[src/hdl/cttog_pkg.sv]
// shared types, constants and helpers for the capacitive touch toggle
// no dependencies; imported by every module of the block
package cttog_pkg;

    localparam int CFG_IDX_W  = 3;
    localparam int CFG_DATA_W = 32;
    localparam int EDGE_W     = 8;
    localparam int TICK_W     = 32;
    localparam int ROUND_W    = 8;
    localparam int HZ_W       = 32;
    localparam int FRAC_W     = 16;
    localparam int DIV_NUM_W  = 40;
    localparam int DIV_DEN_W  = 32;
    localparam int PROD_W     = HZ_W + FRAC_W;

    localparam int QUEUE_DEPTH_DEF = 4;

    localparam logic [EDGE_W-1:0]  EDGES_RST   = 8'd10;
    localparam logic [ROUND_W-1:0] ROUNDS_RST  = 8'd10;
    localparam logic [HZ_W-1:0]    CLOCK_RST   = 32'd32000000;
    localparam logic [FRAC_W-1:0]  TOUCH_RST   = 16'd55706;
    localparam logic [FRAC_W-1:0]  RELEASE_RST = 16'd58982;

    typedef enum logic [CFG_IDX_W-1:0] {
        CFG_EDGES   = 3'd0,
        CFG_ROUNDS  = 3'd1,
        CFG_CLOCK   = 3'd2,
        CFG_TOUCH   = 3'd3,
        CFG_RELEASE = 3'd4
    } t_cfg_idx;

    typedef struct packed {
        logic pin_level;
    } t_in_item;

    typedef struct packed {
        logic            pull_up_on;
        logic            led_on;
        logic            measure_done;
        logic [HZ_W-1:0] measured_hz;
        logic            baseline_ready;
        logic [HZ_W-1:0] baseline_hz;
    } t_out_item;

    typedef struct packed {
        logic [CFG_IDX_W-1:0]  reg_index;
        logic [CFG_DATA_W-1:0] wdata;
    } t_cfg_item;

    typedef struct packed {
        logic [EDGE_W-1:0]  edges_per_measure;
        logic [ROUND_W-1:0] calibration_rounds;
        logic [HZ_W-1:0]    clock_hz;
        logic [FRAC_W-1:0]  touch_fraction_q16;
        logic [FRAC_W-1:0]  release_fraction_q16;
    } t_cfg_regs;

    typedef struct packed {
        logic              pull_up_on;
        logic              measure_done;
        logic [EDGE_W-1:0] edge_count;
        logic [TICK_W-1:0] tick_count;
    } t_q_entry;

    typedef struct packed {
        logic                 start;
        logic [DIV_NUM_W-1:0] num;
        logic [DIV_DEN_W-1:0] den;
    } t_div_req;

    typedef struct packed {
        logic                 busy;
        logic                 done;
        logic [DIV_NUM_W-1:0] quotient;
    } t_div_rsp;

    typedef enum logic [3:0] {
        BK_IDLE,
        BK_MUL,
        BK_FREQ_GO,
        BK_FREQ_WAIT,
        BK_SUM,
        BK_AVG_GO,
        BK_AVG_WAIT,
        BK_TOUCH,
        BK_RELEASE,
        BK_COMPARE,
        BK_EMIT
    } t_back_state;

    function automatic logic [HZ_W-1:0] sat_hz(input logic [DIV_NUM_W-1:0] v);
        logic [HZ_W-1:0] r;
        r = (|v[DIV_NUM_W-1:HZ_W]) ? {HZ_W{1'b1}} : v[HZ_W-1:0];
        return r;
    endfunction

endpackage

[src/hdl/cttog_front.sv]
// front end: edge detection, pull select, edge and tick tallies
// depends on cttog_pkg; pushes one classified entry per accepted sample
module cttog_front
    import cttog_pkg::*;
(
    input  logic              i_clk,
    input  logic              i_rst_n,
    input  logic              i_in_valid,
    input  logic              i_in_level,
    output logic              o_in_ready,
    input  logic [EDGE_W-1:0] i_edges_per_measure,
    output logic              o_push_valid,
    output t_q_entry          o_push_entry,
    input  logic              i_push_ready
);

    logic              r_last;
    logic              r_pull;
    logic [EDGE_W-1:0] r_edge;
    logic [TICK_W-1:0] r_tick;

    logic              n_pull;
    logic [EDGE_W-1:0] n_edge;
    logic [EDGE_W-1:0] edge_inc;
    logic [TICK_W-1:0] n_tick;
    logic [EDGE_W-1:0] need_edges;
    logic              done;
    logic              accept;

    assign o_in_ready   = i_push_ready;
    assign o_push_valid = i_in_valid;
    assign accept       = i_in_valid && i_push_ready;

    always_comb begin
        need_edges = (i_edges_per_measure == '0) ? EDGE_W'(1) : i_edges_per_measure;
        n_tick     = (r_tick == '1) ? r_tick : r_tick + 1'b1;
        edge_inc   = (r_edge == '1) ? r_edge : r_edge + 1'b1;
        n_pull     = r_pull;
        n_edge     = r_edge;
        done       = 1'b0;
        if (!i_in_level && r_last) begin
            n_pull = 1'b1;
        end else if (i_in_level && !r_last) begin
            n_pull = 1'b0;
            n_edge = edge_inc;
            done   = (edge_inc >= need_edges);
        end
        o_push_entry.pull_up_on   = n_pull;
        o_push_entry.measure_done = done;
        o_push_entry.edge_count   = edge_inc;
        o_push_entry.tick_count   = n_tick;
    end

    always_ff @(posedge i_clk) begin
        if (!i_rst_n) begin
            r_last <= 1'b1;
            r_pull <= 1'b0;
            r_edge <= '0;
            r_tick <= '0;
        end else if (accept) begin
            r_last <= i_in_level;
            r_pull <= n_pull;
            r_edge <= done ? '0 : n_edge;
            r_tick <= done ? '0 : n_tick;
        end
    end

endmodule

[config.mk]
export PLATFORM = sky130hd
export DESIGN_NAME = cttog_front
export DESIGN_NICKNAME = d
export VERILOG_FILES = /design/src/hdl/cttog_pkg.sv /design/src/hdl/cttog_front.sv
export SDC_FILE = /design/constraint.sdc
export NUM_CORES = 1
export LEC_CHECK = 0
export ABC_CLOCK_PERIOD_IN_PS = 3300
export BUFFER_PORTS_ARGS = -buffer_cell sky130_fd_sc_hd__clkbuf_2
export CAP_MARGIN = 20
export CORE_UTILIZATION = 51
export CTS_CLUSTER_DIAMETER = 100
export CTS_CLUSTER_SIZE = 40
export DETAILED_ROUTE_END_ITERATION = 7
export GPL_ROUTABILITY_DRIVEN = 1
export HOLD_SLACK_MARGIN = 0.12
export PLACE_DENSITY_LB_ADDON = 0.3
export SLEW_MARGIN = 15
export SYNTH_ARGS = -nofsm -noshare
export SYNTH_HDL_FRONTEND = slang
export SYNTH_SLANG_ARGS = --single-unit
[constraint.sdc]
create_clock -name i_clk -period 3.3 [get_ports i_clk]
set_input_delay 0.33 -clock i_clk [delete_from_list [all_inputs] [get_ports i_clk]]
set_output_delay 0.33 -clock i_clk [all_outputs]
set_load 0.03 [all_outputs]
==> results.md <==
- The flow ran to the end, and the final reports show no timing, DRC or antenna violations.
- Traced cell by cell, the critical path runs through ha_4, and4_4, nand4_4, buf_4, buf_4, o21ai_0, ha_1, nand4_1, o31ai_4, nand2_4, inv_4, clkbuf_4.
- After detailed routing, the average wire length per cell comes to 15.86 um.
- 0 antenna diodes ended up in the layout.
- The tree is rooted in a clkbuf_8.
- After synthesis, the share of flip-flops with an asynchronous set or reset is 0.
- The number of failing hold endpoints at the final stage came to 0.
- The number of optimization iterations in the first detailed-route pass is 5.
- Of the cells placed in the final design, the portion with a size suffix greater than 1 is 0.2586.
- In this run the cell area measured after placement is 0.003418 mm^2.
- By area the synthesized netlist is led by dfxtp_1 27%, xnor2_1 6.9%, nand2_1 5.8%.
- The congestion estimate from routability-driven global placement came to ~0.86.
- After floorplanning, the core was divided into 27 placement rows.
- The cell internal power dissipation is 0.7727 mW.
- The peak fanout along the critical path is 6.
- Of the total synthesized cell area, the portion taken by XOR and XNOR cells is 0.1058.
- In this run the count of I/O pins placed on the die edge is 57.
- Clock-pin slew was measured on the worst setup and hold paths at ~0.08 ns.
- Power comes to roughly 1.0 mW.
- In this run, synthesis inferred 0 flip-flops with an integrated enable.
- The floorplan step set the die height to 79.50 um.
- The master of the slowest instance on the critical path is o31ai_4.
- The final setup violation count is 0.
- A synthesized cell averages between 8 and 9 um^2.
- The analysis attributes to cell leakage a power of 1.521 nW.
- At the worst endpoint, the arrival time is 2.86 ns.
- The delay of the slowest critical-path stage is 0.40 ns.
- Once detail routing completed, the nets flagged for antenna violations numbered 0.
- At the worst endpoint, the required time is a little under 3 ns.
- The portion of total power attributed to sequential cells is 0.498.
- In the routed design, unresolved DRC markers number 0.
- The dominant combinational cell family by area after synthesis is simple AND/OR/NAND/NOR gates.
- In this run the register-to-register setup slack is 0.22 ns.
- Compared with the post-synthesis result, the final layout area differs by 18.87%.
- The endpoint of the worst hold-timing path is r_last$_SDFFE_PN1P_.
- The starting DRC count in detailed routing is 276.
- Setup total negative slack on the finished layout was measured at 0 ns.
- The share of synthesized area occupied by flip-flops and latches is 0.2745.
- The area of all placed cells without fillers is 0.003641 mm^2.
- The synthesized-area fraction occupied by adder cells is 0.04085.
- In this run the horizontal extent of the chip is 79.50 um.
- The buffer levels on the longest clock path is 2.
- The number of flip-flops and latches in the synthesized netlist is 42.
- The filler cell count in the final layout is 476.
- The worst setup path is captured at an output port.
- The switching portion of total power is 0.2580.
- The critical path launch point type is a flip-flop.
- Of the total synthesized cell area, the portion taken by AND, OR, NAND and NOR gates is 0.3158.
- Entering global routing, the biggest net connects 31 pins.
- Measured against the total synthesized area, the mux share comes to 0.02124.
- The clock drives 42 sinks.
- The number of I/O port buffers is 56.
- The initial antenna violation count came to 0.
- The clock network fraction of design power is 0.398.
- Summing over every cut layer, the via total after detailed routing is about 3100.
- The most common cell in the synthesized netlist is nand2_1.
- Derived from the worst setup path, the maximum achievable clock frequency is about 310 MHz.
- The worst voltage drop across the vdd grid is 0.2095 mV.
- The count of pins over their slew limit is 0.
- Final hold analysis gives a worst-case slack of 0.3402 ns.
- Global routing finished with a remaining overflow of 0.
- The global-route total usage across every layer is 0.2583.
- The number of H-tree levels is 2.
- The source-to-sink clock delay at the later pin of the worst-skew pair is 0.30 ns.
- For this configuration, the core starts out at a cell density of 0.5429.
- TritonCTS built the clock tree.
- The die covers about 0.0063 mm^2.
- The half-perimeter wire length of the detailed placement result is ~5700 um.
- Of the post-synthesis cell area, the dominant cell type holds 0.2745.
- The clock period could shrink to around 3.2 ns.
- The number of nets at the end of the flow is approximately 460.
- Buffers inserted to repair hold after CTS numbered 0.
- Sorting the synthesized cells by how often they occur yields 47 x nand2_1, 42 x dfxtp_1, 29 x nand3_1.
- The netlist uses 62 different library cells.
- The post-synthesis cell type with the largest combined area is dfxtp_1.
- The worst reg2reg path endpoint is r_tick[9]$_SDFFE_PN0P_.
- The via count of the first global-routing pass is 2790.
- The mapped netlist covers 0.003063 mm^2.
- Of the total power, combinational logic draws 0.104.
- The core footprint is 0.005642 mm^2.
- The clock arrives with between 0.01 and 0.015 ns of skew.
- After technology mapping, the gate count stands at between 300 and 400.
- Yosys printed 0 warnings.
- Dividing the detail-routed via count by the number of cells gives around 6.0.
- The post-synthesis compound-gate area fraction is 0.1781.
- Of the available clock period, the critical path in the final layout requires 0.9681.
- The startpoint of the most critical register-to-register path is r_edge[1]$_SDFFE_PN0P_.
- The min-delay analysis places its worst path in the category in -> reg.
- The net count of the mapped netlist is 405.
- The max-capacitance violation count is 0.
- The most used flip-flop cell after synthesis is dfxtp_1.
- The worst hold path cell count is 3.
- The total power divided by cell area is about 290 mW/mm^2.
- The detailed-route wire length is 8075 um.
- The number of cells on the worst reg-to-reg path is 14.
- Counting stages on the worst path, the most repeated cell is buf_4.
- The wire length of the first global-routing pass is around 13000 um.
- The transition time at the pin with the least slew margin is 0.9258 ns.
- The core occupancy in the finished layout is 0.6454.
- Clock tree synthesis inserted a total of 5 buffers.
- The start-to-end type of the worst setup path is reg -> out.
- In this run the most critical hold path is launched from i_in_level.
- The net switching power is 0.2687 mW.
- The relative max-transition margin is 0.3805.
critical path: cells and delay by family (launching register included):
family / cells / cell delay (ns)
AND/OR/NAND/NOR: 4 / 0.71
AO/OA/AOI/OAI: 2 / 0.51
buffers and inverters: 4 / 0.63
adder cells (fa/ha/maj): 2 / 0.34
flip-flops: 1 / 0.37
kinds of logic after synthesis:
family | after synthesis
AND/OR/NAND/NOR | 170
multiplexers | 6
XOR/XNOR | 37
buffers and inverters | 38
AO/OA/AOI/OAI | 79
adder cells (fa/ha/maj) | 10
flip-flops | 42
worst max-delay path by stage:
| stage | from | endpoint | slack [ns] | cells past startpoint |
|---|---|---|---|---|
| after CTS | r_edge[1]$_SDFFE_PN0P_ | o_push_entry[40] | 0.02 | 12 |
| after detailed placement | r_edge[1]$_SDFFE_PN0P_ | r_tick[11]$_SDFFE_PN0P_ | 0.10 | 11 |
| after global placement | r_edge[1]$_SDFFE_PN0P_ | r_tick[11]$_SDFFE_PN0P_ | 0.17 | 11 |
| final | r_edge[1]$_SDFFE_PN0P_ | o_push_entry[40] | 0.11 | 12 |
| after floorplan | r_edge[0]$_SDFFE_PN0P_ | r_tick[11]$_SDFFE_PN0P_ | 0.01 | 14 |
| after global routing | r_edge[1]$_SDFFE_PN0P_ | o_push_entry[40] | -0.04 | 12 |
per-layer routing:
metal / track usage / vias up / wire length, um
li1: - / 1508 / -
met1: 0.3637 / 1433 / 3749
met2: 0.4060 / 122 / 3683
met3: 0.04229 / 14 / 516
met4: 0.06364 / 0 / 125
met5: 0 / - / 0
flip-flops by register name (all words and copies together), names as in the netlist:
signal / flops
r_edge: 8
r_last: 1
r_pull: 1
r_tick: 32
stage by stage:
step	instances	setup slack, ns
2_1_floorplan	382	0.01214
3_3_place_gp	495	0.1685
3_5_place_dp	495	0.1002
4_1_cts	504	0.02489
5_1_grt	509	-0.04366
6_report	509	0.1052
area by class of cell:
type	count	area (um^2)	share of cell area
Multi-Input combinational cell	302	2118	0.5818
Clock buffer	5	68.82	0.01890
Inverter	14	55.05	0.01512
Timing Repair Buffer	71	425.4	0.1168
Tap cell	72	90.09	0.02474
Sequential cell	42	843.3	0.2316
Clock inverter	3	40.04	0.01100
power groups by stage:
stage | Combinational (mW) | Clock (mW) | Sequential, mW
floorplan | 0.0748 | 0 | 0.527
detailed placement | 0.0986 | 0 | 0.530
finish | 0.108 | 0.415 | 0.519
global placement | 0.0964 | 0 | 0.530
CTS | 0.0991 | 0.417 | 0.518
global route | 0.117 | 0.438 | 0.520
layout by cell type (no fill, tap or decap), drive strengths merged, types with 2 or more instances in the layout:
master	instances
nor4	5
a31o	2
mux2	4
nor3	9
o21ai	6
buf	14
nor2	27
nand3b	2
o21a	4
and3	4
clkbuf	62
ha	10
mux2i	2
nand2b	9
or2	2
nand4	18
o22ai	7
clkinv	2
a21oi	26
and2	3
and4	2
o32ai	2
or4	3
a41oi	5
nand2	48
xnor2	24
a31oi	14
or3	3
xor2	13
a22o	4
inv	14
nand3	33
dfxtp	42
repair_timing:
item | CTS | global route
pin swaps | 1 | 5
gates cloned | 0 | 1
resized for setup | 2 | 9
endpoints found under the setup margin | 1 | 6
setup buffers | 1 | 4
(Power assumes the default switching activity.)
