<file path="src/hdl/cttog_pkg.sv">
// shared types, constants and helpers for the capacitive touch toggle
// no dependencies; imported by every module of the block
package cttog_pkg;

    localparam int CFG_IDX_W  = 3;
    localparam int CFG_DATA_W = 32;
    localparam int EDGE_W     = 8;
    localparam int TICK_W     = 32;
    localparam int ROUND_W    = 8;
    localparam int HZ_W       = 32;
    localparam int FRAC_W     = 16;
    localparam int DIV_NUM_W  = 40;
    localparam int DIV_DEN_W  = 32;
    localparam int PROD_W     = HZ_W + FRAC_W;

    localparam int QUEUE_DEPTH_DEF = 4;

    localparam logic [EDGE_W-1:0]  EDGES_RST   = 8'd10;
    localparam logic [ROUND_W-1:0] ROUNDS_RST  = 8'd10;
    localparam logic [HZ_W-1:0]    CLOCK_RST   = 32'd32000000;
    localparam logic [FRAC_W-1:0]  TOUCH_RST   = 16'd55706;
    localparam logic [FRAC_W-1:0]  RELEASE_RST = 16'd58982;

    typedef enum logic [CFG_IDX_W-1:0] {
        CFG_EDGES   = 3'd0,
        CFG_ROUNDS  = 3'd1,
        CFG_CLOCK   = 3'd2,
        CFG_TOUCH   = 3'd3,
        CFG_RELEASE = 3'd4
    } t_cfg_idx;

    typedef struct packed {
        logic pin_level;
    } t_in_item;

    typedef struct packed {
        logic            pull_up_on;
        logic            led_on;
        logic            measure_done;
        logic [HZ_W-1:0] measured_hz;
        logic            baseline_ready;
        logic [HZ_W-1:0] baseline_hz;
    } t_out_item;

    typedef struct packed {
        logic [CFG_IDX_W-1:0]  reg_index;
        logic [CFG_DATA_W-1:0] wdata;
    } t_cfg_item;

    typedef struct packed {
        logic [EDGE_W-1:0]  edges_per_measure;
        logic [ROUND_W-1:0] calibration_rounds;
        logic [HZ_W-1:0]    clock_hz;
        logic [FRAC_W-1:0]  touch_fraction_q16;
        logic [FRAC_W-1:0]  release_fraction_q16;
    } t_cfg_regs;

    typedef struct packed {
        logic              pull_up_on;
        logic              measure_done;
        logic [EDGE_W-1:0] edge_count;
        logic [TICK_W-1:0] tick_count;
    } t_q_entry;

    typedef struct packed {
        logic                 start;
        logic [DIV_NUM_W-1:0] num;
        logic [DIV_DEN_W-1:0] den;
    } t_div_req;

    typedef struct packed {
        logic                 busy;
        logic                 done;
        logic [DIV_NUM_W-1:0] quotient;
    } t_div_rsp;

    typedef enum logic [3:0] {
        BK_IDLE,
        BK_MUL,
        BK_FREQ_GO,
        BK_FREQ_WAIT,
        BK_SUM,
        BK_AVG_GO,
        BK_AVG_WAIT,
        BK_TOUCH,
        BK_RELEASE,
        BK_COMPARE,
        BK_EMIT
    } t_back_state;

    function automatic logic [HZ_W-1:0] sat_hz(input logic [DIV_NUM_W-1:0] v);
        logic [HZ_W-1:0] r;
        r = (|v[DIV_NUM_W-1:HZ_W]) ? {HZ_W{1'b1}} : v[HZ_W-1:0];
        return r;
    endfunction

endpackage

</file>
<file path="src/hdl/cttog_back.sv">
// back end: frequency divide, calibration average, touch/release test,
// output register; depends on cttog_pkg and a shared cttog_div
module cttog_back
    import cttog_pkg::*;
(
    input  logic      i_clk,
    input  logic      i_rst_n,
    input  t_cfg_regs i_cfg,
    input  logic      i_pop_valid,
    input  t_q_entry  i_pop_entry,
    output logic      o_pop_ready,
    output t_div_req  o_div_req,
    input  t_div_rsp  i_div_rsp,
    output logic      o_out_valid,
    output t_out_item o_out_data,
    input  logic      i_out_ready
);

    t_back_state r_state, n_state;

    logic                 r_out_valid, n_out_valid;
    t_out_item            r_out, n_out;
    logic                 r_pull, n_pull;
    logic [EDGE_W-1:0]    r_edges, n_edges;
    logic [TICK_W-1:0]    r_ticks, n_ticks;
    logic [DIV_NUM_W-1:0] r_num, n_num;
    logic [HZ_W-1:0]      r_hz, n_hz;
    logic [DIV_NUM_W-1:0] r_freq_sum, n_freq_sum;
    logic [ROUND_W-1:0]   r_round, n_round;
    logic [HZ_W-1:0]      r_baseline, n_baseline;
    logic                 r_calibrating, n_calibrating;
    logic [HZ_W-1:0]      r_prev_hz, n_prev_hz;
    logic                 r_toggle, n_toggle;
    logic [PROD_W-1:0]    r_prod, n_prod;
    logic                 r_touched, n_touched;
    logic                 r_ready, n_ready;

    logic                 slot_free;
    logic                 load_out;
    logic [ROUND_W-1:0]   need_rounds;
    logic [ROUND_W-1:0]   round_inc;

    assign slot_free   = !r_out_valid || i_out_ready;
    assign need_rounds = (i_cfg.calibration_rounds == '0) ? ROUND_W'(1)
                                                          : i_cfg.calibration_rounds;
    assign round_inc   = (r_round == '1) ? r_round : r_round + 1'b1;

    always_comb begin
        n_state       = r_state;
        n_out         = r_out;
        n_pull        = r_pull;
        n_edges       = r_edges;
        n_ticks       = r_ticks;
        n_num         = r_num;
        n_hz          = r_hz;
        n_freq_sum    = r_freq_sum;
        n_round       = r_round;
        n_baseline    = r_baseline;
        n_calibrating = r_calibrating;
        n_prev_hz     = r_prev_hz;
        n_toggle      = r_toggle;
        n_prod        = r_prod;
        n_touched     = r_touched;
        n_ready       = r_ready;
        load_out      = 1'b0;
        o_pop_ready   = 1'b0;
        o_div_req     = '{start: 1'b0, num: r_num, den: r_ticks};

        case (r_state)
            BK_IDLE: begin
                if (i_pop_valid && slot_free) begin
                    o_pop_ready = 1'b1;
                    if (i_pop_entry.measure_done) begin
                        n_pull  = i_pop_entry.pull_up_on;
                        n_edges = i_pop_entry.edge_count;
                        n_ticks = i_pop_entry.tick_count;
                        n_state = BK_MUL;
                    end else begin
                        // plain tick passes straight to the output register
                        load_out = 1'b1;
                        n_out    = '{pull_up_on: i_pop_entry.pull_up_on,
                                     led_on: r_toggle,
                                     measure_done: 1'b0,
                                     measured_hz: '0,
                                     baseline_ready: 1'b0,
                                     baseline_hz: r_baseline};
                    end
                end
            end
            BK_MUL: begin
                n_num   = DIV_NUM_W'(i_cfg.clock_hz) * DIV_NUM_W'(r_edges);
                n_state = BK_FREQ_GO;
            end
            BK_FREQ_GO: begin
                o_div_req.start = 1'b1;
                n_state         = BK_FREQ_WAIT;
            end
            BK_FREQ_WAIT: begin
                if (i_div_rsp.done) begin
                    n_hz    = sat_hz(i_div_rsp.quotient);
                    n_state = r_calibrating ? BK_SUM : BK_TOUCH;
                end
            end
            BK_SUM: begin
                n_freq_sum = r_freq_sum + DIV_NUM_W'(r_hz);
                n_round    = round_inc;
                n_state    = (round_inc >= need_rounds) ? BK_AVG_GO : BK_EMIT;
            end
            BK_AVG_GO: begin
                o_div_req = '{start: 1'b1, num: r_freq_sum, den: DIV_DEN_W'(need_rounds)};
                n_state   = BK_AVG_WAIT;
            end
            BK_AVG_WAIT: begin
                if (i_div_rsp.done) begin
                    n_baseline    = sat_hz(i_div_rsp.quotient);
                    n_calibrating = 1'b0;
                    n_ready       = 1'b1;
                    n_state       = BK_EMIT;
                end
            end
            BK_TOUCH: begin
                n_prod  = PROD_W'(r_baseline) * PROD_W'(i_cfg.touch_fraction_q16);
                n_state = BK_RELEASE;
            end
            BK_RELEASE: begin
                n_touched = ({r_hz, {FRAC_W{1'b0}}} <= r_prod);
                n_prod    = PROD_W'(r_baseline) * PROD_W'(i_cfg.release_fraction_q16);
                n_state   = BK_COMPARE;
            end
            BK_COMPARE: begin
                // toggle only when the previous reading was above release level
                if (r_touched && ({r_prev_hz, {FRAC_W{1'b0}}} > r_prod)) begin
                    n_toggle = !r_toggle;
                end
                n_prev_hz = r_hz;
                n_state   = BK_EMIT;
            end
            BK_EMIT: begin
                if (slot_free) begin
                    load_out = 1'b1;
                    n_out    = '{pull_up_on: r_pull,
                                 led_on: r_toggle,
                                 measure_done: 1'b1,
                                 measured_hz: r_hz,
                                 baseline_ready: r_ready,
                                 baseline_hz: r_baseline};
                    n_ready  = 1'b0;
                    n_state  = BK_IDLE;
                end
            end
            default: begin
                n_state = BK_IDLE;
            end
        endcase

        if (load_out) begin
            n_out_valid = 1'b1;
        end else if (i_out_ready) begin
            n_out_valid = 1'b0;
        end else begin
            n_out_valid = r_out_valid;
        end
    end

    always_ff @(posedge i_clk) begin
        if (!i_rst_n) begin
            r_state       <= BK_IDLE;
            r_out_valid   <= 1'b0;
            r_freq_sum    <= '0;
            r_round       <= '0;
            r_baseline    <= '0;
            r_calibrating <= 1'b1;
            r_prev_hz     <= '0;
            r_toggle      <= 1'b0;
            r_ready       <= 1'b0;
        end else begin
            r_state       <= n_state;
            r_out_valid   <= n_out_valid;
            r_freq_sum    <= n_freq_sum;
            r_round       <= n_round;
            r_baseline    <= n_baseline;
            r_calibrating <= n_calibrating;
            r_prev_hz     <= n_prev_hz;
            r_toggle      <= n_toggle;
            r_ready       <= n_ready;
        end
    end

    always_ff @(posedge i_clk) begin
        r_out     <= n_out;
        r_pull    <= n_pull;
        r_edges   <= n_edges;
        r_ticks   <= n_ticks;
        r_num     <= n_num;
        r_hz      <= n_hz;
        r_prod    <= n_prod;
        r_touched <= n_touched;
    end

    assign o_out_valid = r_out_valid;
    assign o_out_data  = r_out;

endmodule

</file>
<file path="config.mk">
export PLATFORM = sky130hd
export DESIGN_NAME = cttog_back
export DESIGN_NICKNAME = d
export VERILOG_FILES = /design/src/hdl/cttog_pkg.sv /design/src/hdl/cttog_back.sv
export SDC_FILE = /design/constraint.sdc
export NUM_CORES = 2
export LEC_CHECK = 0
export BUFFER_PORTS_ARGS = -buffer_cell sky130_fd_sc_hd__buf_4
export CAP_MARGIN = 5
export CORE_MARGIN = 3
export CORE_UTILIZATION = 35
export CTS_BUF_LIST = sky130_fd_sc_hd__clkbuf_8
export CTS_CLUSTER_SIZE = 8
export DETAILED_ROUTE_END_ITERATION = 6
export GPL_TIMING_DRIVEN = 0
export PLACE_DENSITY = 0.64
export REMOVE_ABC_BUFFERS = 1
export SYNTH_ARGS = -nofsm -noshare
export SYNTH_HDL_FRONTEND = slang
export SYNTH_SLANG_ARGS = --single-unit
</file>
<file path="constraint.sdc">
create_clock -name i_clk -period 6.4 [get_ports i_clk]
set_input_delay 0 -clock i_clk [delete_from_list [all_inputs] [get_ports i_clk]]
set_output_delay 0 -clock i_clk [all_outputs]
set_load 0.01 [all_outputs]
</file>
==> flow_metrics.py <==
metrics = {
    "status": {
        "status": "complete, but fails checks",
        "violations": "negative setup slack",
    },
    "grt": {
        "grt_max_degree": 117,
        "first_global_vias": 46400,
        "grt_pass1_wl_um": 267000,
        "grt_use_total": 0.204,
        "overflow": 0,
        "antenna_found_initial": 14,
    },
    "worst_setup_path": {
        "crit_cells": 23,
        "crit_arrival_ns": 7.04,
        "crit_type": "flip-flop to flip-flop",
        "endpoint_kind": "flip-flop",
        "cpPeakStageDelay_ns": 0.60,
        "startpoint_type": "flip-flop",
        "crit_chain": "buf_12, buf_6, nand2_1, fa_1, fa_2, fa_2, fa_1, inv_1, fa_1, fa_1, ha_4, and4_4, o21ai_4, a21oi_2, a2111o_1, a311oi_4, buf_6, o31ai_4, buf_12, a21oi_4, o21bai_4, xnor2_2, mux2i_1",
        "r2r-start": "r_baseline[8]",
        "critical_path_required_ns": 6.79,
        "regToRegSetupSlack_ns": -0.25,
        "r2r-end": "r_prod[42]",
        "r2r_cells": 23,
        "crit_family": "adder cells",
        "crit_top_cell": "fa_1",
        "crit_path_max_fanout": 6,
        "critPathBufInv": 5,
        "critPathSlowestCell": "fa_2",
    },
    "placed_design": {
        "placed_cell_area_mm2": 0.0608,
        "globalplace.congestion": 0.866,
        "numPortBuffers": 301,
        "hpwl_um": 117000,
    },
    "routing": {
        "avgViaCountPerCell": 5.13,
        "wl_per_cell_um": 19.8,
        "drt.antenna.violating_nets": 0,
        "wl_met3_um": 13600,
        "via_count": 44100,
        "drcViolationCount": 0,
        "wl_met1_um": 70600,
        "wl_met2_um": 78500,
        "highest_layer": "met5",
        "wirelength_um": 170000,
        "drt_pre_antenna_iters": 6,
        "drt-initial-drc-count": 3304,
    },
    "logic_synthesis": {
        "netlist_instances": 6086,
        "synth_seq_area_share": 0.165,
        "syn_area_mm2": 0.0564,
        "synth-seq-cells": 350,
        "synth_flop_cell": "edfxtp_1",
        "yosysWarningCount": 0,
        "synth.distinct_cells": 84,
        "async_flop_share": 0,
        "syn_area_per_cell_um2": 9.26,
        "synth_edf_count": 230,
    },
    "finish": {
        "final_common_cell": "inv_1",
        "n_fill_cell": 15300,
        "fin_nets": 7998,
        "syn_to_final_growth_pct": 17.5,
        "postLayoutCellArea_mm2": 0.0662,
        "final_cell_mix": "inv_1 (1117), fa_1 (1008), nand2_1 (994), and2_1 (542), buf_4 (381)",
        "drive_gt1_frac": 0.137,
        "final_core_util": 0.416,
    },
    "timing": {
        "setup_viol": 13,
        "fmax_ghz": 0.150,
        "post-route-period-util": 1.04,
        "drv_slew": 0,
        "min_period_ns": 6.65,
        "hold_viol_final": 0,
        "finalWorstSetupSlack_ns": -0.248,
        "worst_pin_slew_ns": 1.25,
        "fin_worst_skew_ns": 0.0667,
        "relSlewSlack": 0.167,
        "rsz0062_at_grt": "yes",
    },
    "floorplan": {
        "dieArea_mm2": 0.166,
        "start_util": 0.354,
        "die_h_um": 407,
        "rows": 146,
        "core_mm2": 0.159,
        "ioPinCount": 311,
        "die_x_um": 407,
    },
    "cts": {
        "clk_pin_slew_worst_paths_ns": 0.07,
        "cts_root_buf": "clkbuf_8",
        "cts.sinks": 350,
        "cts_buffers": 59,
        "cts_buffer_depth": 3,
        "worstSkewPairLatency_ns": 0.68,
        "cts-htree-levels": 2,
        "cts_tree": "built",
    },
    "flow_run": {
        "cap_viol_max_count": 0,
    },
    "power_and_ir_drop": {
        "leakagePower_nw": 30.4,
        "peakVddDrop_mv": 0.298,
        "power_density_mw_per_mm2": 178,
        "total_power_mw": 11.8,
    },
    "worst_hold_path": {
        "hold_depth": 2,
        "hold_path_class": "primary input to flip-flop",
        "hold_path_end": "r_edges[5]",
        "min_from": "i_pop_entry[37]",
    },
}
[Yosys cell counts (107+ instances only)]
cell type     n  area share
xnor2_1     107       0.017
and2_1      547       0.061
dfxtp_1     120       0.043
inv_1      1095       0.073
ha_1        405       0.090
nand2_1    1001       0.067
a21o_1      119       0.016
clkbuf_1    302       0.020
fa_1       1017        0.36
o21ai_0     120       0.011
a21oi_1     199       0.018
edfxtp_1    230        0.12
[flip-flops by register name, indices dropped and copies added (netlist names), 4 cells and up]
name,flops
r_hz,32
r_edges,8
r_ticks,32
o_out_data,68
r_prod,48
r_state,4
r_num,40
r_freq_sum,40
r_round,8
r_prev_hz,32
r_baseline,32
[layout make-up]
class,instances,area (um^2),area share
Timing Repair Buffer,571,5730,0.0865
Multi-Input combinational cell,4331,43000,0.650
Sequential cell,350,9420,0.142
Tap cell,2146,2690,0.0406
Inverter,1095,4110,0.0621
Antenna cell,9,22.5,0.000340
Clock inverter,43,269,0.00406
Clock buffer,68,936,0.0141
[cell families after synthesis]
kind of cell,after synthesis,share of synthesized area
AND/OR/NAND/NOR,1998,0.172
adder cells (fa/ha/maj),1422,0.451
buffers and inverters,1405,0.0937
AO/OA/AOI/OAI,673,0.0778
flip-flops,350,0.165
XOR/XNOR,151,0.0235
multiplexers,87,0.0166
[report_power, final]
part	total [mW]	leakage, nW	switching (mW)	internal (mW)
combinational	6.48	26.6	3.63	2.85
clock	2.09	0.714	1.00	1.09
sequential	3.20	3.12	0.175	3.03
total	11.8	30.4	4.81	6.96
[how the worst max path moves through the flow]
stage | from | end | slack, ns
after global routing | r_baseline[8] | r_prod[44] | -0.39
after floorplan | r_baseline[11] | r_prod[34] | -0.25
after global placement | r_baseline[8] | r_prod[44] | -2.09
after detailed placement | r_baseline[10] | r_prod[44] | -1.38
after CTS | r_baseline[8] | r_prod[46] | -0.19
final | r_baseline[8] | r_prod[42] | -0.25
[layer usage]
metal  vias to the layer above  GRT usage
met2                      1621      0.329
met1                     22600      0.271
met4                         2     0.0773
met3                       349     0.0386
met5                         -          0
li1                      19500          -
[stage by stage]
step	cells	setup TNS, ns	worst slack, ns	hold WS [ns]
floorplan	5776	-0.601	-0.245	0.0762
global placement	8223	-157.12	-2.09	0.179
detailed placement	8251	-28.93	-1.38	0.180
CTS	8553	-1.49	-0.195	0.00189
global route	8609	-3.88	-0.392	0.0143
finish	8613	-1.76	-0.248	0.0682
[timing repair]
action                                  in CTS  in global routing
endpoints found under the setup margin      40                 35
setup buffers                               89                 52
gates cloned                                 8                  0
pin swaps                                   55                 70
hold endpoints to repair                   128                  0
gates resized for setup                    175                119
hold buffers                                94                  0
Note: power is estimated with default switching activity, not from simulation.
