`config.mk`:
```
export PLATFORM = sky130hd
export DESIGN_NAME = cttog_div
export DESIGN_NICKNAME = d
export VERILOG_FILES = /design/src/hdl/cttog_pkg.sv /design/src/hdl/cttog_div.sv
export SDC_FILE = /design/constraint.sdc
export NUM_CORES = 1
export LEC_CHECK = 0
export ABC_AREA = 1
export BUFFER_PORTS_ARGS = -buffer_cell sky130_fd_sc_hd__buf_2
export CORE_ASPECT_RATIO = 1.25
export CORE_MARGIN = 2
export CORE_UTILIZATION = 40
export DETAILED_ROUTE_END_ITERATION = 10
export PLACE_DENSITY_LB_ADDON = 0.25
export SYNTH_ARGS = -nofsm -noshare
export SYNTH_HDL_FRONTEND = slang
export SYNTH_SLANG_ARGS = --single-unit
```
`constraint.sdc`:
```
create_clock -name i_clk -period 4.5 [get_ports i_clk]
set_input_delay 0.225 -clock i_clk [delete_from_list [all_inputs] [get_ports i_clk]]
set_output_delay 0.225 -clock i_clk [all_outputs]
set_load 0.005 [all_outputs]
```
`src/hdl/cttog_pkg.sv`:
```
// shared types, constants and helpers for the capacitive touch toggle
// no dependencies; imported by every module of the block
package cttog_pkg;

    localparam int CFG_IDX_W  = 3;
    localparam int CFG_DATA_W = 32;
    localparam int EDGE_W     = 8;
    localparam int TICK_W     = 32;
    localparam int ROUND_W    = 8;
    localparam int HZ_W       = 32;
    localparam int FRAC_W     = 16;
    localparam int DIV_NUM_W  = 40;
    localparam int DIV_DEN_W  = 32;
    localparam int PROD_W     = HZ_W + FRAC_W;

    localparam int QUEUE_DEPTH_DEF = 4;

    localparam logic [EDGE_W-1:0]  EDGES_RST   = 8'd10;
    localparam logic [ROUND_W-1:0] ROUNDS_RST  = 8'd10;
    localparam logic [HZ_W-1:0]    CLOCK_RST   = 32'd32000000;
    localparam logic [FRAC_W-1:0]  TOUCH_RST   = 16'd55706;
    localparam logic [FRAC_W-1:0]  RELEASE_RST = 16'd58982;

    typedef enum logic [CFG_IDX_W-1:0] {
        CFG_EDGES   = 3'd0,
        CFG_ROUNDS  = 3'd1,
        CFG_CLOCK   = 3'd2,
        CFG_TOUCH   = 3'd3,
        CFG_RELEASE = 3'd4
    } t_cfg_idx;

    typedef struct packed {
        logic pin_level;
    } t_in_item;

    typedef struct packed {
        logic            pull_up_on;
        logic            led_on;
        logic            measure_done;
        logic [HZ_W-1:0] measured_hz;
        logic            baseline_ready;
        logic [HZ_W-1:0] baseline_hz;
    } t_out_item;

    typedef struct packed {
        logic [CFG_IDX_W-1:0]  reg_index;
        logic [CFG_DATA_W-1:0] wdata;
    } t_cfg_item;

    typedef struct packed {
        logic [EDGE_W-1:0]  edges_per_measure;
        logic [ROUND_W-1:0] calibration_rounds;
        logic [HZ_W-1:0]    clock_hz;
        logic [FRAC_W-1:0]  touch_fraction_q16;
        logic [FRAC_W-1:0]  release_fraction_q16;
    } t_cfg_regs;

    typedef struct packed {
        logic              pull_up_on;
        logic              measure_done;
        logic [EDGE_W-1:0] edge_count;
        logic [TICK_W-1:0] tick_count;
    } t_q_entry;

    typedef struct packed {
        logic                 start;
        logic [DIV_NUM_W-1:0] num;
        logic [DIV_DEN_W-1:0] den;
    } t_div_req;

    typedef struct packed {
        logic                 busy;
        logic                 done;
        logic [DIV_NUM_W-1:0] quotient;
    } t_div_rsp;

    typedef enum logic [3:0] {
        BK_IDLE,
        BK_MUL,
        BK_FREQ_GO,
        BK_FREQ_WAIT,
        BK_SUM,
        BK_AVG_GO,
        BK_AVG_WAIT,
        BK_TOUCH,
        BK_RELEASE,
        BK_COMPARE,
        BK_EMIT
    } t_back_state;

    function automatic logic [HZ_W-1:0] sat_hz(input logic [DIV_NUM_W-1:0] v);
        logic [HZ_W-1:0] r;
        r = (|v[DIV_NUM_W-1:HZ_W]) ? {HZ_W{1'b1}} : v[HZ_W-1:0];
        return r;
    endfunction

endpackage

```
`src/hdl/cttog_div.sv`:
```
// iterative restoring divider, one quotient bit per cycle
// depends on cttog_pkg for widths and request/response structs
module cttog_div
    import cttog_pkg::*;
(
    input  logic     i_clk,
    input  logic     i_rst_n,
    input  t_div_req i_req,
    output t_div_rsp o_rsp
);

    localparam int CNT_W = $clog2(DIV_NUM_W + 1);

    logic                 r_busy;
    logic                 r_done;
    logic [CNT_W-1:0]     r_cnt;
    logic [DIV_DEN_W-1:0] r_rem;
    logic [DIV_DEN_W-1:0] r_den;
    logic [DIV_NUM_W-1:0] r_quo;

    logic [DIV_DEN_W:0]   rem_sh;
    logic [DIV_DEN_W:0]   diff;
    logic                 ge;
    logic [DIV_DEN_W-1:0] n_rem;
    logic [DIV_NUM_W-1:0] n_quo;

    always_comb begin
        rem_sh = {r_rem, r_quo[DIV_NUM_W-1]};
        diff   = rem_sh - {1'b0, r_den};
        ge     = (rem_sh >= {1'b0, r_den});
        n_rem  = ge ? diff[DIV_DEN_W-1:0] : rem_sh[DIV_DEN_W-1:0];
        n_quo  = {r_quo[DIV_NUM_W-2:0], ge};
    end

    always_ff @(posedge i_clk) begin
        if (!i_rst_n) begin
            r_busy <= 1'b0;
            r_done <= 1'b0;
            r_cnt  <= '0;
        end else begin
            r_done <= 1'b0;
            if (i_req.start && !r_busy) begin
                r_busy <= 1'b1;
                r_cnt  <= CNT_W'(DIV_NUM_W);
            end else if (r_busy) begin
                r_cnt <= r_cnt - 1'b1;
                if (r_cnt == CNT_W'(1)) begin
                    r_busy <= 1'b0;
                    r_done <= 1'b1;
                end
            end
        end
    end

    // quotient bits shift in where the numerator shifts out
    always_ff @(posedge i_clk) begin
        if (i_req.start && !r_busy) begin
            r_quo <= i_req.num;
            r_den <= i_req.den;
            r_rem <= '0;
        end else if (r_busy) begin
            r_quo <= n_quo;
            r_rem <= n_rem;
        end
    end

    assign o_rsp.busy     = r_busy;
    assign o_rsp.done     = r_done;
    assign o_rsp.quotient = r_quo;

endmodule

```
==> results.cfg, run 1 <==
[cts]
cts-htree-levels = 3
cts.sinks = 112
cts_tree = yes
cts_resized = 0
cts_root_buffer = clkbuf_16
clkLatencyLatePin_ns = 0.37
cts.hold.buffers_added = 0
postCtsSetupRepairBufs = 0
cts_made_buffers = 9
clockBufferDepth = 2
cts.clk_slew.worst_paths_ns = 0.09

[grt]
grt_antenna_before_repair = 0
grt-ovfl-total = 0
grt_pass1_vias = 6311
grt_pass1_wl_mm = 30.3
grt.total_usage = 0.202
grt_max_degree = 59

[drt]
drc = 0
drt-total-wl_mm = 18.5
routedWlPerCell_um = 13.7
drtAntennaViolNets = 0
vias_per_cell = 4.73
num_vias = 6378
first_pass_iters = 4
drt-initial-drc-count = 335

[cells_and_area]
multi_input_area_um2 = 3350
fillers = 1903
fin_nets = 1230
insertedDiodeCount = 0
area_delta_synth_final_pct = 14.8
layout-drive-gt1-share = 0.142
design_area_um2 = 8180
regArea_um2 = 2960

[sta]
skew_ns = 0.0106
drv_slew = 0
fin_crit_sh = 0.627
grt_setup_unrepaired = false
relSlewSlack = 0.356
period_minus_slack_ns = 2.82
tightest_slew_ns = 0.967
max_clock_freq_mhz = 354
finalSetupViolCount = 0
hold_viol_final = 0
tns_ns = 0

[setup_path]
worst-setup-path-type = reg2reg
critPathArrivalTime_ns = 3.12
max_stage_delay_ns = 0.49
crit_slowest_cell = nor2_4
reg2reg_setup_slack_ns = 1.68
crit_fanout = 32
end_kind = flop
cp.required_ns = 4.79
worst_setup_path_start_kind = flop
crit_chain = inv_1, ha_1, a21oi_1, nor2_1, nor3_1, nand3_2, nor2_4, nand2_4, nand2_1, nand3_1, o21ai_1

[logic_synthesis]
synth_seq_cells = 112
synth.avg_cell_area_um2 = 7.04
syn_area_um2 = 7120
synth_warnings = 0
syn_nets = 1122
ys_async_sr_fraction = 0
yosys_most_used_dff = edfxtp_1
yosysUniqueCellTypes = 35
ys_seq_area_frac = 0.416
synthCells = 1012
synth_enable_flop_cells = 72

[placed_design]
hpwl_mm = 13.8
placed_area_um2 = 7890
port_buffers = 116
gp_congestion = 0.917

[floorplanning]
start_util = 0.409
dieArea_um2 = 18900
dieHeight_um = 153
core_area_um2 = 17400
die_w_um = 123
rows = 54
pin_count = 117

[flow_run]
maxCapViolCount = 0

[power]
vdd_drop_max_uv = 224
leakage_uw = 0.00440
powerDensity_nw_per_um2 = 577

[run_status]
status = completed

[hold_path]
hold_path.class = in2reg
cells in the mapped netlist, drive strengths merged, types with 7 or more instances:
cell type / count / share of area
a21oi: 23 / 0.016
buf: 16 / 0.015
clkbuf: 9 / 0.0047
dfxtp: 40 / 0.11
edfxtp: 72 / 0.30
ha: 34 / 0.060
inv: 180 / 0.095
nand2: 428 / 0.23
nand3: 78 / 0.057
nand3b: 21 / 0.022
nor2: 50 / 0.029
nor3: 7 / 0.0049
o21ai: 20 / 0.014
xnor2: 13 / 0.016
metal layers:
layer | part of all wire | track usage
met1 | 0.45 | 0.255
met2 | 0.49 | 0.344
met3 | 0.052 | 0.0422
met4 | 0.015 | 0.0574
met5 | 0 | 0
where the power goes:
part	total, uW	internal (uW)	switching (uW)
clock	809	387	421
combinational	2440	874	1570
sequential	1470	1340	133
total	4720	2600	2120
state kept, by name, indices dropped and copies added (netlist names):
name / flops
r_cnt: 6
r_den: 32
r_quo: 40
r_rem: 32
r_done: 1
r_busy: 1
stage by stage:
stage | power, uW | setup WS [ns] | cells | util | hold slack, ns
global route | 5140 | 1.47 | 1349 | 0.469 | 0.0193
finish | 4720 | 1.68 | 1349 | 0.469 | 0.0280
detailed placement | 3920 | 1.67 | 1333 | 0.453 | 0.403
global placement | 3910 | 1.77 | 1333 | 0.453 | 0.402
CTS | 4740 | 1.66 | 1349 | 0.469 | 0.0221
floorplan | 3350 | 2.04 | 1012 | - | 0.324
worst max-delay path: cells and delay by family, from the launching register on:
family                     cells  cell delay, ns
AOI/OAI and AO/OA              2            0.34
adders and majority gates      1            0.26
buffers and inverters          1            0.07
DFF                            1            0.36
and+or+nand+nor                7            1.70
layout by cell type, fill, tap and decap left out, types with 2 or more instances in the layout:
| cell | synthesis | routed |
|---|---|---|
| dfxtp_1 | 40 | 40 |
| edfxtp_1 | 72 | 72 |
| nor3_1 | 7 | 7 |
| or2_2 | 2 | 2 |
| o21bai_1 | 3 | 3 |
| and2_1 | 3 | 3 |
| nand3b_1 | 21 | 21 |
| nand2_1 | 421 | 421 |
| inv_2 | 3 | 4 |
| nor4_1 | 2 | 2 |
| nand3_2 | 3 | 3 |
| nand4_1 | 3 | 3 |
| nor2_1 | 44 | 44 |
| inv_6 | 0 | 2 |
| xnor2_1 | 13 | 13 |
| nor2_2 | 5 | 5 |
| inv_1 | 177 | 176 |
| nand2_4 | 2 | 2 |
| ha_1 | 34 | 34 |
| nand3_1 | 75 | 75 |
| clkbuf_16 | 0 | 9 |
| buf_4 | 3 | 6 |
| nand2_2 | 5 | 5 |
| o21ai_1 | 17 | 17 |
| a21oi_1 | 23 | 23 |
| buf_2 | 9 | 116 |
| o21ai_0 | 3 | 3 |
| and3_1 | 2 | 2 |
| a31oi_1 | 2 | 2 |
final cells by class:
class | instances | share of cell area
multi-input combinational | 695 | 0.409
sequential | 112 | 0.362
inverter | 180 | 0.0826
timing repair buffer | 122 | 0.0765
tap | 224 | 0.0343
clock buffer | 9 | 0.0275
clock inverter | 7 | 0.00765
path summary, 6_finish.rpt:
path	cells after the start	startpoint	end
worst max-delay path	11	r_den[30]	r_rem[17]
worst min-delay path	1	i_req[12]	r_den[12]
worst max register to register	11	r_den[30]	r_rem[17]
worst min register to register	2	r_rem[21]	r_rem[21]
cells by family (layout without fill, tap and decap cells):
logic type	Yosys count	count (layout)	synth area share
AO/OA/AOI/OAI	48	48	0.0351
XOR/XNOR	14	14	0.0172
adder cells (fa/ha/maj)	35	35	0.0625
buffers and inverters	205	318	0.114
flip-flops	112	112	0.416
AND/OR/NAND/NOR	598	598	0.355
Power figures use the tool's default switching activity.
==> run 2, diff against run 1 <==
Clock period 4.5 ns to 2.85 ns, I/O delays scaled along.
==> run 2 against run 1 <==
  * First-iteration DRC count decreased by 19%
  * Flip-flop and latch count unchanged
  * Wire length is 2.3% higher
  * Clock power grew 63%
  * Via count increased by 2.5%
  * Critical path type unchanged
  * Largest cell class unchanged
  * Largest power group unchanged
==> results.cfg, run 2 (synthesis gave the netlist of run 1 again) <==
[setup_path]
crit_chain = inv_1, ha_1, nand2_1, nor2_2, nand3_1, nand3_2, nand2_2, nand2_2, nand2_4, nand2_4, nand2_1, nand3_1, o21ai_1
reg2reg_from = r_den[2]
r2r_end = r_rem[12]
critPathLaunch = r_den[2]
rr_worst_depth = 13
crit_slowest_cell = nand2_4
crit_buf_inv = 1
worst-setup-path-type = reg2reg
worst_setup_path_start_kind = flop
reg2reg_setup_slack_ns = 0.41
max_stage_delay_ns = 0.39
cp.required_ns = 3.10
path_delay_family = simple AND/OR/NAND/NOR gates
end_kind = flop
critPathArrivalTime_ns = 2.69
crit_fanout = 32

[drt]
routedWlPerCell_um = 13.7
vias_per_cell = 4.72
first_pass_iters = 5
drt-initial-drc-count = 271
drtAntennaViolNets = 0
drc = 0
drt-total-wl_mm = 18.9
num_vias = 6536

[power]
vdd_drop_max_uv = 319
powerDensity_nw_per_um2 = 891
leakage_uw = 0.00457

[cts]
cts.clk_slew.worst_paths_ns = 0.09
cts_made_buffers = 9
cts-htree-levels = 3
cts_tree = yes
cts.sinks = 112
cts_resized = 0
clkLatencyLatePin_ns = 0.37
clockBufferDepth = 2
cts_root_buffer = clkbuf_16

[sta]
period_minus_slack_ns = 2.44
skew_ns = 0.00861
fin_crit_sh = 0.855
max_clock_freq_mhz = 410
worst_slack_ns = 0.414
grt_setup_unrepaired = false
tns_ns = 0
relSlewSlack = 0.695
tightest_slew_ns = 0.458
hold_viol_final = 0
finalSetupViolCount = 0
drv_slew = 0

[hold_path]
hold_depth = 3
hold_path.class = in2reg
worstHoldEndpoint = r_quo[31]
worstHoldStart = i_req[63]

[cells_and_area]
area_delta_synth_final_pct = 20.3
insertedDiodeCount = 0
final_common_cell = nand2_1
largest_register_ffs = 40
fin_nets = 1266
top_register = r_quo
layout-drive-gt1-share = 0.141
layout_common_cells = nand2_1 (421), inv_1 (176), buf_2 (116)
largestRegisters = r_quo (40), r_den (32), r_rem (32)

[grt]
grt_pass1_vias = 6602
grt_pass1_wl_mm = 31.2
grt-ovfl-total = 0
grt_max_degree = 56
grt.total_usage = 0.210
grt_antenna_before_repair = 0

[placed_design]
hpwl_mm = 14.0
gp_congestion = 0.948
port_buffers = 116
post-place-ws_ns = 0.420

[floorplanning]
core_area_um2 = 17400
dieArea_um2 = 18900
pin_count = 117
dieHeight_um = 153
rows = 54
start_util = 0.409
die_w_um = 123

[run_status]
status = completed

[flow_run]
maxCapViolCount = 0
## run 2: cell types whose count changed in the layout (fill, tap and decap cells not counted)
cell / previous run / this run
dlygate4sd3_1: 0 / 32
inv_6: 2 / 3
clkinvlp_4: 1 / 0
inv_12: 0 / 1
clkinv_2: 1 / 0
buf_4: 6 / 8
buf_12: 0 / 2
clkinv_4: 0 / 1
clkinvlp_2: 1 / 0
## run 2: worst max-delay path by stage
stage	to	slack [ns]	cells past startpoint
2_1_floorplan	r_quo[0]	0.39	4
3_3_place_gp	r_rem[10]	0.48	13
3_5_place_dp	r_rem[17]	0.42	13
4_1_cts	r_rem[17]	0.40	13
5_1_grt	r_rem[17]	0.21	13
6_report	r_rem[12]	0.41	13
## run 2: cell type report
class / count / area [um2]
Clock buffer: 9 / 225
Multi-Input combinational cell: 695 / 3350
Inverter: 180 / 676
Sequential cell: 112 / 2960
Timing Repair Buffer: 158 / 1000
Tap cell: 224 / 280
Clock inverter: 7 / 78.8
Fill cell: 1873 / 8860
## run 2: what timing repair did
| action | CTS | global route |
|---|---|---|
| hold buffers | 32 | 0 |
| hold endpoints to repair | 32 | 0 |
| setup buffers | 0 | 0 |
## run 2: worst reg2reg max path, delay by kind of cell (launching register included)
kind	cells	cell delay (ns)
DFF	1	0.33
and+or+nand+nor	10	1.53
adders and majority gates	1	0.38
buffers and inverters	1	0.04
AOI/OAI and AO/OA	1	0.06
## run 2: routing by layer
metal / wire length [um] / vias to the layer above / global-route usage / share of wire
met1: 8430 / 2916 / 0.260 / 0.45
met3: 875 / 28 / 0.0358 / 0.046
met5: 0 / - / 0 / 0
li1: - / 3420 / - / -
met2: 9050 / 172 / 0.361 / 0.48
met4: 562 / 0 / 0.0790 / 0.030
## run 2: per-stage QoR
| stage | instances | utilization | hold WS (ns) | power (uW) | area [um2] |
|---|---|---|---|---|---|
| floorplan | 1012 | - | 0.241 | 5300 | 7120 |
| global placement | 1337 | 0.456 | 0.319 | 6280 | 7950 |
| detailed placement | 1337 | 0.456 | 0.321 | 6290 | 7950 |
| CTS | 1385 | 0.492 | 0.0238 | 7670 | 8570 |
| global route | 1385 | 0.492 | 0.0385 | 8350 | 8570 |
| finish | 1385 | 0.492 | 0.0286 | 7640 | 8570 |
## run 2: report_power, final
part / switching [uW] / leakage [uW] / internal (uW)
registers: 209 / 0.00104 / 2110
clock network: 687 / 0.000149 / 632
logic: 2540 / 0.00338 / 1460
==> run 3, diff against run 2 <==
Clock period 2.85 ns to 2.8 ns, I/O delays scaled along.
==> run 3 against run 2 <==
  * Register-to-register slack got worse by 0.09 ns
  * Critical path type unchanged
  * Flip-flop and latch count did not move
  * Final area fell by 0.29%
  * Via count fell by 0.21%
  * Largest power group unchanged
  * Sequential power rose by 2%
  * Wire length rose by 1.1%
  * Total power rose by 0.63%
  * Global-route usage rose by 0.43 points
  * Sequential share of layout area rose by 0.10 points
  * Largest cell class unchanged
  * Critical path depth fell by 2
==> results.cfg, run 3 (synthesis gave the netlist of run 1 again) <==
[grt]
grt_max_degree = 62
use_met1 = 0.277
grt_antenna_before_repair = 1
grt-ovfl-total = 0
use_met2 = 0.364
grt.total_usage = 0.214
met3_usage = 0.0381
gr-max-usage-layer = met2
grt_pass1_wl_mm = 32.1
grt_pass1_vias = 6605

[cells_and_area]
largestRegisters = r_quo (40), r_den (32), r_rem (32)
layout_common_cells = nand2_1 (421), inv_1 (176), buf_2 (116)
final_core_util = 0.490
largest_register_ffs = 40
final_common_cell = nand2_1
multi_input_area_um2 = 3350
insertedDiodeCount = 0
top_register = r_quo
fin_nets = 1263
regArea_um2 = 2960
design_area_um2 = 8550
layout-drive-gt1-share = 0.139
fillers = 1810
area_delta_synth_final_pct = 20.0

[setup_path]
path_delay_family = simple AND/OR/NAND/NOR gates
critPathArrivalTime_ns = 2.72
crit_buf_inv = 2
worst_setup_path_start_kind = flop
crit_fanout = 23
max_stage_delay_ns = 0.38
crit_chain = inv_1, ha_1, a21oi_1, nor2_1, nor3_1, nand3_2, nor2_4, buf_4, nand3_1, nand3_1, o21ai_1
worst-setup-path-type = reg2reg
cp.required_ns = 3.05
end_kind = flop
crit_slowest_cell = buf_4
critPathMostFrequentCell = nand3_1

[cts]
clkLatencyLatePin_ns = 0.37
cts_tree = yes
cts_made_buffers = 9
cts_root_buffer = clkbuf_16
cts-htree-levels = 3
cts_resized = 0
cts.clk_slew.worst_paths_ns = 0.09
cts.sinks = 112
clockBufferDepth = 2

[sta]
period_minus_slack_ns = 2.48
relSlewSlack = 0.703
hold_viol_final = 0
tns_ns = 0
max_clock_freq_mhz = 404
drv_slew = 0
tightest_slew_ns = 0.446
skew_ns = 0.00764
grt_setup_unrepaired = false
finalSetupViolCount = 0
fin_crit_sh = 0.884

[drt]
drt-total-wl_mm = 19.1
drc = 0
num_vias = 6522
drtAntennaViolNets = 0
vias_per_cell = 4.72
drt-initial-drc-count = 416
first_pass_iters = 5
routedWlPerCell_um = 13.8

[floorplanning]
pin_count = 117
rows = 54
core_area_um2 = 17400
start_util = 0.409
die_w_um = 123
dieArea_um2 = 18900
dieHeight_um = 153

[placed_design]
placed_area_um2 = 7920
gp_congestion = 0.927
hpwl_mm = 14.1
port_buffers = 116

[hold_path]
hold_path.class = in2reg

[flow_run]
maxCapViolCount = 0

[power]
powerDensity_nw_per_um2 = 900
vdd_drop_max_uv = 404
leakage_uw = 0.00455

[run_status]
status = completed
[run 3: worst paths after layout]
path | from | to | slack, ns | depth (start not counted)
worst max-delay path | r_den[30] | r_rem[14] | 0.32 | 11
worst min register to register | r_rem[21] | r_rem[21] | 0.47 | 2
worst max register to register | r_den[30] | r_rem[14] | 0.32 | 11
worst min-delay path | i_req[67] | r_quo[35] | 0.03 | 3
[run 3: timing repair]
| action | CTS | global route |
|---|---|---|
| endpoints found under the hold margin | 32 | 0 |
| hold buffers | 32 | 0 |
| setup buffers | 0 | 0 |
[run 3: area by class of cell]
cell class | count | share of cell area
Clock inverter | 7 | 0.00893
Tap cell | 224 | 0.0328
Clock buffer | 9 | 0.0264
Inverter | 180 | 0.0791
Multi-Input combinational cell | 695 | 0.392
Timing Repair Buffer | 155 | 0.114
Sequential cell | 112 | 0.347
[run 3: worst register-to-register path, delay by kind of cell (launching register included)]
family,cells,cell delay [ns]
AOI/OAI and AO/OA,2,0.28
DFF,1,0.36
and+or+nand+nor,6,1.03
adders and majority gates,1,0.26
buffers and inverters,2,0.45
[run 3: routing by layer]
layer,vias up,part of all wire
met5,-,0
met4,0,0.017
met3,21,0.056
met2,178,0.48
met1,2907,0.44
li1,3416,-
[run 3: power by group]
group	switching [uW]	internal, uW	total (uW)
registers	212	2150	2360
clock network	704	633	1340
logic	2550	1440	3990
total	3470	4220	7690
[run 3: through the flow]
step / hold WS, ns / total power, uW / instances / worst slack, ns
6_report: 0.0279 / 7690 / 1382 / 0.323
5_1_grt: 0.0383 / 8420 / 1382 / 0.0920
3_5_place_dp: 0.318 / 6330 / 1334 / 0.325
4_1_cts: 0.0227 / 7710 / 1382 / 0.303
2_1_floorplan: 0.239 / 5390 / 1012 / 0.341
3_3_place_gp: 0.317 / 6340 / 1334 / 0.344
